===== config.mk =====
export PLATFORM = sky130hd
export DESIGN_NAME = ilo_cell
export DESIGN_NICKNAME = d
export VERILOG_FILES = /design/src/sv/ilo_pkg.sv /design/src/sv/ilo_cell.sv
export SDC_FILE = /design/constraint.sdc
export NUM_CORES = 1
export LEC_CHECK = 0
export BUFFER_PORTS_ARGS = -buffer_cell sky130_fd_sc_hd__buf_4
export CORE_ASPECT_RATIO = 0.7
export CORE_MARGIN = 2
export CORE_UTILIZATION = 39
export DETAILED_ROUTE_END_ITERATION = 8
export GPL_TIMING_DRIVEN = 0
export PLACE_DENSITY = 0.87
export SYNTH_ARGS = -nofsm -noshare
export SYNTH_HDL_FRONTEND = slang
export SYNTH_SLANG_ARGS = --single-unit
export TNS_END_PERCENT = 100

===== constraint.sdc =====
create_clock -name clk -period 5.99 [get_ports clk]
set_clock_uncertainty 0.05 [all_clocks]
set_input_delay 1.198 -clock clk [delete_from_list [all_inputs] [get_ports clk]]
set_output_delay 1.198 -clock clk [all_outputs]
set_load 0.01 [all_outputs]

===== src/sv/ilo_pkg.sv =====
`timescale 1ns / 1ps
`default_nettype none

package ilo_pkg;

	localparam int CAPACITY_DEF = 64;
	localparam int CMD_W = 3;
	localparam int POS_W = 8;
	localparam int DATA_W = 32;
	localparam int ST_W = 2;

	typedef enum logic [CMD_W-1:0] {
		CMD_GET    = 3'd0,
		CMD_INSERT = 3'd1,
		CMD_HEAD   = 3'd2,
		CMD_TAIL   = 3'd3,
		CMD_DELETE = 3'd4
	} cmd_t;

	typedef enum logic [ST_W-1:0] {
		ST_DONE  = 2'd0,
		ST_RANGE = 2'd1,
		ST_FULL  = 2'd2
	} status_t;

	// shift control broadcast to every cell
	typedef struct packed {
		logic ins;  // open a slot at pos, later entries move toward the tail
		logic del;  // close the slot at pos, later entries move toward the head
	} shift_ctl_t;

endpackage

`default_nettype wire


===== src/sv/ilo_cell.sv =====
`timescale 1ns / 1ps
`default_nettype none

module ilo_cell #(
	parameter int IDX = 0,
	parameter int PW = 8
) (
	input  wire                             clk,
	input  wire ilo_pkg::shift_ctl_t        ctl,
	input  wire [PW-1:0]                    pos,
	input  wire [ilo_pkg::DATA_W-1:0]       value,
	input  wire [ilo_pkg::DATA_W-1:0]       left,
	input  wire [ilo_pkg::DATA_W-1:0]       right,
	output logic [ilo_pkg::DATA_W-1:0]      data,
	output logic [ilo_pkg::DATA_W-1:0]      hit
);

	localparam logic [PW-1:0] MY_IDX = PW'(IDX);

	logic [ilo_pkg::DATA_W-1:0] data_q;

	always_ff @(posedge clk) begin
		if (ctl.ins) begin
			if (MY_IDX == pos) begin
				data_q <= value;
			end else if (MY_IDX > pos) begin
				data_q <= left;
			end
		end else if (ctl.del) begin
			if (MY_IDX >= pos) begin
				data_q <= right;
			end
		end
	end

	assign data = data_q;
	// masked read, the top level ORs all cells together
	assign hit = (MY_IDX == pos) ? data_q : '0;

endmodule

`default_nettype wire


==> out/qor.yml, run 1 <==
synthesis:
  yosysWarnings: 0
  syn_area_per_cell_sq_um: 9.117
  synthTopCellsByArea: "edfxtp_1, a31oi_1, and3_1"
  ys_ff_latch: 32
  synth.cell_area_sq_mm: 0.002033
  synth.top_cell.area_share_pct: 47.26
  synthCells: 223
  synth_fp_nets: 330
  yosys.area.top_type: "edfxtp_1"
  ys_types: 15
  ys_seq_area_share_pct: 47.26
routing:
  wl_met1_um: 3131
  first_pass_iters: 4
  wl_met2_um: 3801
  wl_um: 7714
  vias_per_cell: 5.338
  antenna_left: 0
  wl_per_cell_um: 16.38
  drc_errors: 0
  via_count: 2514
  wl_met3_um: 675
  drt_iter0_drc: 123
  routed.top_layer: "met4"
sta:
  tns_ns: 0
  fin_crit_sh_pct: 65.81
  max-slew-margin-rel_pct: 38.22
  final-hold-violation-count: 0
  tightest_slew_ns: 0.9217
  max_freq_mhz: 253.7
  slew_violations: 0
  finalSetupViolCount: 0
  rsz0062_at_grt: "false"
  layout_min_cycle_time_ns: 3.942
  setup_slack_ns: 2.048
status:
  status: "finished, final reports clean"
clocking:
  holdBufCountCts: 0
  post_cts_buffers: 0
  cts_buffers: 5
  cts.root.buffer_cell: "clkbuf_8"
  cts_resized: 0
  clock_sinks: 32
  cts-htree-levels: 2
  clockBufferDepth: 2
  clkTransAtPathRegs_ns: 0.07
  cts_tree: "done"
layout:
  antennaDiodeCount: 0
  largest_reg_flops: 32
  layout-drive-gt1-share_pct: 48.76
  nNetsFinal: 508
  nFillCells: 380
  layout_common_cells: "buf_4, nor2_1"
  final_common_cell: "buf_4"
  multi_input_area_sq_um: 919.6
  syn_to_final_growth_pct: 71.75
  finalNonFillerCells: 471
  seqCellArea_sq_um: 960.9
placement:
  place.port_buffers: 169
  pre_cts_slack_ns: 2.071
  dp_cells: 463
  dp_hpwl_um: 6090
  gp_congestion: 0.9419
setup_path:
  critical_path_depth: 5
  critPathTopFamily: "simple AND/OR/NAND/NOR gates"
  path_common_cell: "buf_4"
  startpoint: "pos[7]"
  arrival_ns: 2.69
  cp-end-kind: "output pin"
  cp_slowest_cell: "nor4_4"
  critPathMaxFanout: 10
  endpoint: "hit[26]"
  slowest_delay_ns: 0.73
  start_kind: "input pin"
  cp_num_buf_inv: 3
  crit_path_cell_trace: "buf_4 > nor4_4 > clkbuf_2 > and3_1 > buf_4"
  path_class: "input pin to output pin"
  crit_required_ns: 4.74
global_route:
  grt-ovfl-total: 0
  grt_pass1_wl_um: 11730
  grt_max_degree: 13
  grt.total_usage_pct: 25.45
  antenna_found_initial: 0
  grt_pass1_vias: 2422
floorplanning:
  ios: 171
  die_area_sq_mm: 0.005816
  die_h_um: 64.41
  placementRows: 21
  die_w_um: 90.30
  core_sq_mm: 0.004887
  initial_utilization_pct: 41.60
worst_hold_path:
  holdCritPathClass: "input pin to flip-flop"
pwr:
  p_leak_nw: 1.609
  peakVddDrop_mv: 0.1064
  powerDensity_mw_per_mm2: 145.8
flow_run:
  max_cap_viol_count: 0
-- where the power goes --
| part | internal (mW) | switching, mW | total (mW) | leakage [nW] |
|---|---|---|---|---|
| registers | 0.249 | 0.000327 | 0.249 | 0.298 |
| logic | 0.0613 | 0.0424 | 0.104 | 1.27 |
| clock network | 0.0808 | 0.0755 | 0.156 | 0.0399 |
| total | 0.391 | 0.118 | 0.509 | 1.61 |
-- cells in the mapped netlist --
| master | count |
|---|---|
| and3_1 | 32 |
| a31oi_1 | 32 |
| buf_4 | 3 |
| nor2_1 | 33 |
| or4_4 | 2 |
| nor4_4 | 2 |
| clkbuf_2 | 4 |
| nor3_1 | 1 |
| nand3_1 | 32 |
| buf_6 | 6 |
| o21ai_1 | 29 |
| clkbuf_1 | 10 |
| buf_2 | 2 |
| o21ai_0 | 3 |
| edfxtp_1 | 32 |
-- routing by layer --
metal | up-vias | global-route usage (%)
met2 | 145 | 44.55
met5 | - | 0
met4 | 0 | 8.077
li1 | 1205 | -
met3 | 10 | 5.465
met1 | 1154 | 31.85
-- worst min-delay path by stage --
stage                    from        to  slack, ns  cells after the start
floorplan           right[10]  data[10]       1.40                      2
global placement    right[23]  data[23]       1.49                      3
detailed placement   right[4]   data[4]       1.50                      3
finish               right[4]   data[4]       1.21                      3
global route        right[22]  data[22]       1.21                      3
CTS                  right[4]   data[4]       1.20                      3
-- final cells by class --
cell class	instances	share of cell area, %
multi-input cells	166	26.33
clock buffers	7	2.186
flip-flops and latches	32	27.52
well taps	69	2.472
plain buffers	25	4.515
repair buffers	171	36.87
clock inverters	1	0.1075
-- cell families (layout without fill, tap and decap cells) --
logic type | count (synthesis) | in the layout | synth area share (%)
buffers and inverters | 25 | 204 | 7.754
DFF | 32 | 32 | 47.26
and+or+nand+nor | 102 | 102 | 27.26
AOI/OAI and AO/OA | 64 | 64 | 17.72
-- per-stage QoR --
step	area [sq um]	hold slack [ns]	total power [mW]	utilization [%]
detailed placement	3412	1.495	0.3565	69.82
global route	3492	1.213	0.5369	71.45
finish	3492	1.211	0.5091	71.45
CTS	3492	1.203	0.5114	71.45
floorplan	2033	1.397	0.2903	-
global placement	3388	1.488	0.3540	69.33
(Power assumes the default switching activity.)
==> run 2: changes to the inputs <==
==> constraint.sdc (replaced) <==
create_clock -name clk -period 3.8 [get_ports clk]
set_clock_uncertainty 0.05 [all_clocks]
set_input_delay 0.76 -clock clk [delete_from_list [all_inputs] [get_ports clk]]
set_output_delay 0.76 -clock clk [all_outputs]
set_load 0.01 [all_outputs]
==> out/qor.yml, run 2 (synthesized netlist as in run 1, its figures left out) <==
layout:
  seqCellArea_sq_um: 960.9  # unchanged
  antennaDiodeCount: 0  # unchanged
  nFillCells: 405  # was 380
  finalNonFillerCells: 470  # was 471
  layout-drive-gt1-share_pct: 49.13  # was 48.76%
  nNetsFinal: 507  # was 508
  utilization_pct: 72.32  # was 71.45%
  multi_input_area_sq_um: 925.9  # was 919.6 sq um
  final_common_cell: "buf_4"  # unchanged
  design_area_sq_mm: 0.003535  # was 0.003492 sq mm
  layout_common_cells: "buf_4, nor2_1"  # unchanged
  syn_to_final_growth_pct: 73.85  # was 71.75%
  largest_reg_flops: 32  # unchanged
pwr:
  p_leak_nw: 1.630  # was 1.609 nW
  peakVddDrop_mv: 0.1605  # was 0.1064 mV
  powerDensity_mw_per_mm2: 248.6  # was 145.8 mW/mm^2
  power_uw: 878.7  # was 509.1 uW
floorplanning:
  initial_utilization_pct: 41.60  # unchanged
  core_sq_mm: 0.004887  # unchanged
  die_h_um: 64.41  # unchanged
  die_w_um: 90.30  # unchanged
  placementRows: 21  # unchanged
  die_area_sq_mm: 0.005816  # unchanged
  ios: 171  # unchanged
sta:
  max-slew-margin-rel_pct: 45.84  # was 38.22%
  fin_crit_sh_pct: 80.63
  tns_ns: 0  # unchanged
  finalSetupViolCount: 0  # unchanged
  tightest_slew_ns: 0.8097  # was 0.9217 ns
  setup_slack_ns: 0.7359  # was 2.048 ns
  slew_violations: 0  # unchanged
  max_freq_mhz: 326.4
  layout_min_cycle_time_ns: 3.064
  rsz0062_at_grt: "false"  # unchanged
  holdWs_ns: 0.7674  # was 1.211 ns
  final-hold-violation-count: 0  # unchanged
global_route:
  grt_pass1_vias: 2418  # was 2,422
  grt_max_degree: 20  # was 13
  grt-ovfl-total: 0  # unchanged
  grt.total_usage_pct: 25.63  # was 25.45%
  grt_pass1_wl_um: 11630  # was 11,730 um
  antenna_found_initial: 0  # unchanged
clocking:
  cts_tree: "done"  # unchanged
  cts_resized: 0  # unchanged
  clock_sinks: 32  # unchanged
  clkTransAtPathRegs_ns: 0.07  # about the same
  cts_buffers: 5  # unchanged
  cts.root.buffer_cell: "clkbuf_8"  # unchanged
  cts-htree-levels: 2  # unchanged
  holdBufCountCts: 0  # unchanged
  clockBufferDepth: 2  # unchanged
  post_cts_buffers: 0  # unchanged
placement:
  place.port_buffers: 169  # unchanged
  pre_cts_slack_ns: 0.7352  # was 2.071 ns
  dp_hpwl_um: 6074  # was 6090 um
  gp_congestion: 0.8614  # was 0.9419
  place_area_sq_mm: 0.003427  # was 0.003412 sq mm
  dp_cells: 462  # was 463
routing:
  wl_per_cell_um: 16.46  # was 16.38 um
  drc_errors: 0  # unchanged
  drt_iter0_drc: 163  # was 123
  vias_per_cell: 5.453  # was 5.338
  first_pass_iters: 5  # was 4
  via_count: 2563  # was 2,514
  wl_um: 7737  # was 7714 um
  antenna_left: 0  # unchanged
worst_hold_path:
  holdCritPathClass: "input pin to flip-flop"  # unchanged
  min_path_cells: 3  # unchanged
  min-delay-start: "right[15]"  # was right[4]
setup_path:
  arrival_ns: 2.25  # was 2.69 ns
  cp_num_buf_inv: 3  # unchanged
  path_common_cell: "buf_4"  # unchanged
  critPathTopFamily: "simple AND/OR/NAND/NOR gates"  # unchanged
  path_class: "input pin to output pin"  # unchanged
  cp_slowest_cell: "nor4_4"  # unchanged
  cp-end-kind: "output pin"  # unchanged
  startpoint: "pos[7]"  # unchanged
  endpoint: "hit[13]"  # was hit[26]
  crit_required_ns: 2.99  # was 4.74 ns
  start_kind: "input pin"  # unchanged
  slowest_delay_ns: 0.70  # was 0.73 ns
  crit_path_cell_trace: "buf_4 > nor4_4 > clkbuf_2 > and3_1 > buf_4"  # unchanged
  critical_path_depth: 5  # unchanged
  critPathMaxFanout: 10  # unchanged
status:
  status: "finished, final reports clean"  # unchanged
flow_run:
  max_cap_viol_count: 0  # unchanged
[run 2: cell type report]
class                   count  area share [%]
clock inverters             2          0.9912
flip-flops and latches     32           27.19
multi-input cells         166           26.19
repair buffers            170           36.67
well taps                  69           2.442
clock buffers               6           2.053
plain buffers              25           4.460
[run 2: power by group]
part / switching [mW] / leakage, nW / internal [mW]
combinational: 0.0684 / 1.28 / 0.0967
clock: 0.126 / 0.0552 / 0.195
sequential: 0.000495 / 0.298 / 0.392
[run 2: worst min-delay path, cell delays in order]
cell and delay, ns:
buf_4 0.08, nor2_1 0.03, a31oi_1 0.12
[run 2: routing by layer]
| layer | wire (um) | share of wire [%] | global-route usage [%] | vias up |
|---|---|---|---|---|
| li1 | - | - | - | 1206 |
| met1 | 3067 | 40 | 32.24 | 1183 |
| met2 | 3722 | 48 | 44.08 | 154 |
| met3 | 761 | 9.8 | 5.349 | 20 |
| met4 | 185 | 2.4 | 9.615 | 0 |
| met5 | 0 | 0 | 0 | - |
[run 2: worst min path at each step]
stage | endpoint | slack [ns]
after floorplan | data[10] | 0.96
final | data[15] | 0.77
after global placement | data[17] | 1.05
after detailed placement | data[15] | 1.06
after CTS | data[15] | 0.76
after global routing | data[14] | 0.78
==> run 3: changes to the inputs <==
--- a/config.mk
+++ b/config.mk
@@ -8,10 +8,10 @@
 export BUFFER_PORTS_ARGS = -buffer_cell sky130_fd_sc_hd__buf_4
 export CORE_ASPECT_RATIO = 0.7
 export CORE_MARGIN = 2
-export CORE_UTILIZATION = 39
+export CORE_UTILIZATION = 35
 export DETAILED_ROUTE_END_ITERATION = 8
 export GPL_TIMING_DRIVEN = 0
-export PLACE_DENSITY = 0.87
+export PLACE_DENSITY = 0.83
 export SYNTH_ARGS = -nofsm -noshare
 export SYNTH_HDL_FRONTEND = slang
 export SYNTH_SLANG_ARGS = --single-unit
==> constraint.sdc (replaced) <==
create_clock -name clk -period 2.8 [get_ports clk]
set_clock_uncertainty 0.05 [all_clocks]
set_input_delay 0.56 -clock clk [delete_from_list [all_inputs] [get_ports clk]]
set_output_delay 0.56 -clock clk [all_outputs]
set_load 0.01 [all_outputs]
==> out/qor.yml, run 3 (synthesized netlist as in run 1, its figures left out) <==
routing:
  vias_per_cell: 5.305  # was 5.453
  via_count: 2520  # was 2,563
  wl_um: 7575  # was 7737 um
  antenna_left: 0  # unchanged
  wl_per_cell_um: 15.95  # was 16.46 um
  first_pass_iters: 6  # was 5
  wl_met2_um: 3673  # was 3722 um
  wl_met3_um: 762  # was 761 um
  wl_met1_um: 3089  # was 3067 um
  drc_errors: 0  # unchanged
  drt_iter0_drc: 131  # was 163
  routed.top_layer: "met4"  # unchanged
layout:
  nNetsFinal: 507  # unchanged
  largest_reg_flops: 32  # unchanged
  antennaDiodeCount: 0  # unchanged
  final_common_cell: "buf_4"  # unchanged
  design_area_sq_mm: 0.003512  # was 0.003535 sq mm
  layout_common_cells: "buf_4, nor2_1"  # unchanged
  layout-drive-gt1-share_pct: 49.00  # was 49.13%
  syn_to_final_growth_pct: 72.74  # was 73.85%
  nFillCells: 490  # was 405
sta:
  finalSetupViolCount: 0  # unchanged
  max_freq_mhz: 378.2
  final-hold-violation-count: 0  # unchanged
  rsz0062_at_grt: "false"  # unchanged
  layout_min_cycle_time_ns: 2.644
  setup_slack_ns: 0.1556  # was 0.7359 ns
  max-slew-margin-rel_pct: 39.43  # was 45.84%
  slew_violations: 0  # unchanged
  fin_crit_sh_pct: 94.44
  holdWs_ns: 0.5741  # was 0.7674 ns
  tightest_slew_ns: 0.9055  # was 0.8097 ns
clocking:
  cts_tree: "done"  # unchanged
  cts_resized: 0  # unchanged
  cts-htree-levels: 2  # unchanged
  cts_buffers: 5  # unchanged
  cts.root.buffer_cell: "clkbuf_8"  # unchanged
  post_cts_buffers: 0  # unchanged
  holdBufCountCts: 0  # unchanged
  clockBufferDepth: 2  # unchanged
  clock_sinks: 32  # unchanged
  clkTransAtPathRegs_ns: 0.07  # about the same
global_route:
  grt_pass1_wl_um: 10940  # was 11,630 um
  grt.total_usage_pct: 22.24  # was 25.63%
  grt_max_degree: 18  # was 20
  antenna_found_initial: 0  # unchanged
  grt-ovfl-total: 0  # unchanged
  grt_pass1_vias: 2211  # was 2,418
pwr:
  power_mw: 1.082  # was 878.7 uW
  peakVddDrop_mv: 0.1866  # was 0.1605 mV
  powerDensity_mw_per_mm2: 308.0  # was 248.6 mW/mm^2
  p_leak_nw: 1.616  # was 1.630 nW
placement:
  dp_hpwl_um: 5978  # was 6074 um
  pre_cts_slack_ns: -0.1131  # was 0.7352 ns
  gp_congestion: 0.8570  # was 0.8614
  place_area_sq_mm: 0.003435  # was 0.003427 sq mm
  place.port_buffers: 169  # unchanged
setup_path:
  cp-end-kind: "output pin"  # unchanged
  path_class: "input pin to output pin"  # unchanged
  path_common_cell: "buf_4"  # unchanged
  crit_path_cell_trace: "buf_4 > nor4_4 > clkbuf_1 > and3_1 > buf_4"  # was buf_4 > nor4_4 > clkbuf_2 > and3_1 > buf_4
  start_kind: "input pin"  # unchanged
  slowest_delay_ns: 0.61  # was 0.70 ns
  critPathMaxFanout: 10  # unchanged
  cp_slowest_cell: "nor4_4"  # unchanged
  arrival_ns: 2.03  # was 2.25 ns
  crit_required_ns: 2.19  # was 2.99 ns
status:
  status: "finished, final reports clean"  # unchanged
floorplanning:
  core_sq_mm: 0.005669  # was 0.004887 sq mm
  placementRows: 23  # was 21
  die_h_um: 67.77  # was 64.41 um
  die_w_um: 95.10  # was 90.30 um
  die_area_sq_mm: 0.006445  # was 0.005816 sq mm
  initial_utilization_pct: 35.86  # was 41.60%
  ios: 171  # unchanged
flow_run:
  max_cap_viol_count: 0  # unchanged
worst_hold_path:
  holdCritPathClass: "input pin to flip-flop"  # unchanged
==> run 3: final timing paths <==
kind,startpoint,to,slack [ns],cells after the start
worst min-delay path,right[1],data[1],0.57,3
worst max-delay path,pos[3],hit[2],0.16,5
==> run 3: power by group <==
group / internal (mW) / switching [mW] / total [mW] / leakage [nW]
sequential: 0.532 / 0.000673 / 0.533 / 0.298
clock: 0.169 / 0.159 / 0.328 / 0.0410
combinational: 0.131 / 0.0900 / 0.221 / 1.28
total: 0.832 / 0.250 / 1.08 / 1.62
==> run 3: area by class of cell <==
class / count / area, sq um / share of cell area [%]
Tap cell: 75 / 93.84 / 2.672
Timing Repair Buffer: 170 / 1296 / 36.91
Sequential cell: 32 / 960.9 / 27.36
Buffer: 25 / 157.7 / 4.489
Clock buffer: 6 / 72.57 / 2.066
Multi-Input combinational cell: 166 / 925.9 / 26.36
Clock inverter: 1 / 5.005 / 0.1425
==> run 3: worst max-delay path, delay by kind of cell <==
family                 cells  cell delay (ns)
and+or+nand+nor            2             0.84
buffers and inverters      3             0.63
==> run 3: per-stage QoR <==
stage	utilization (%)	setup TNS (ns)	cells
after floorplan	-	0	223
after global placement	60.10	-11.66	467
after detailed placement	60.58	-1.902	468
after CTS	61.95	0	475
after global routing	61.95	0	475
final	61.95	0	475
==> run 3: routing by layer <==
layer	vias to the layer above	global-route usage (%)
met5	-	0
met4	0	5.616
met3	6	5.580
met2	132	36.00
met1	1175	29.94
li1	1207	-
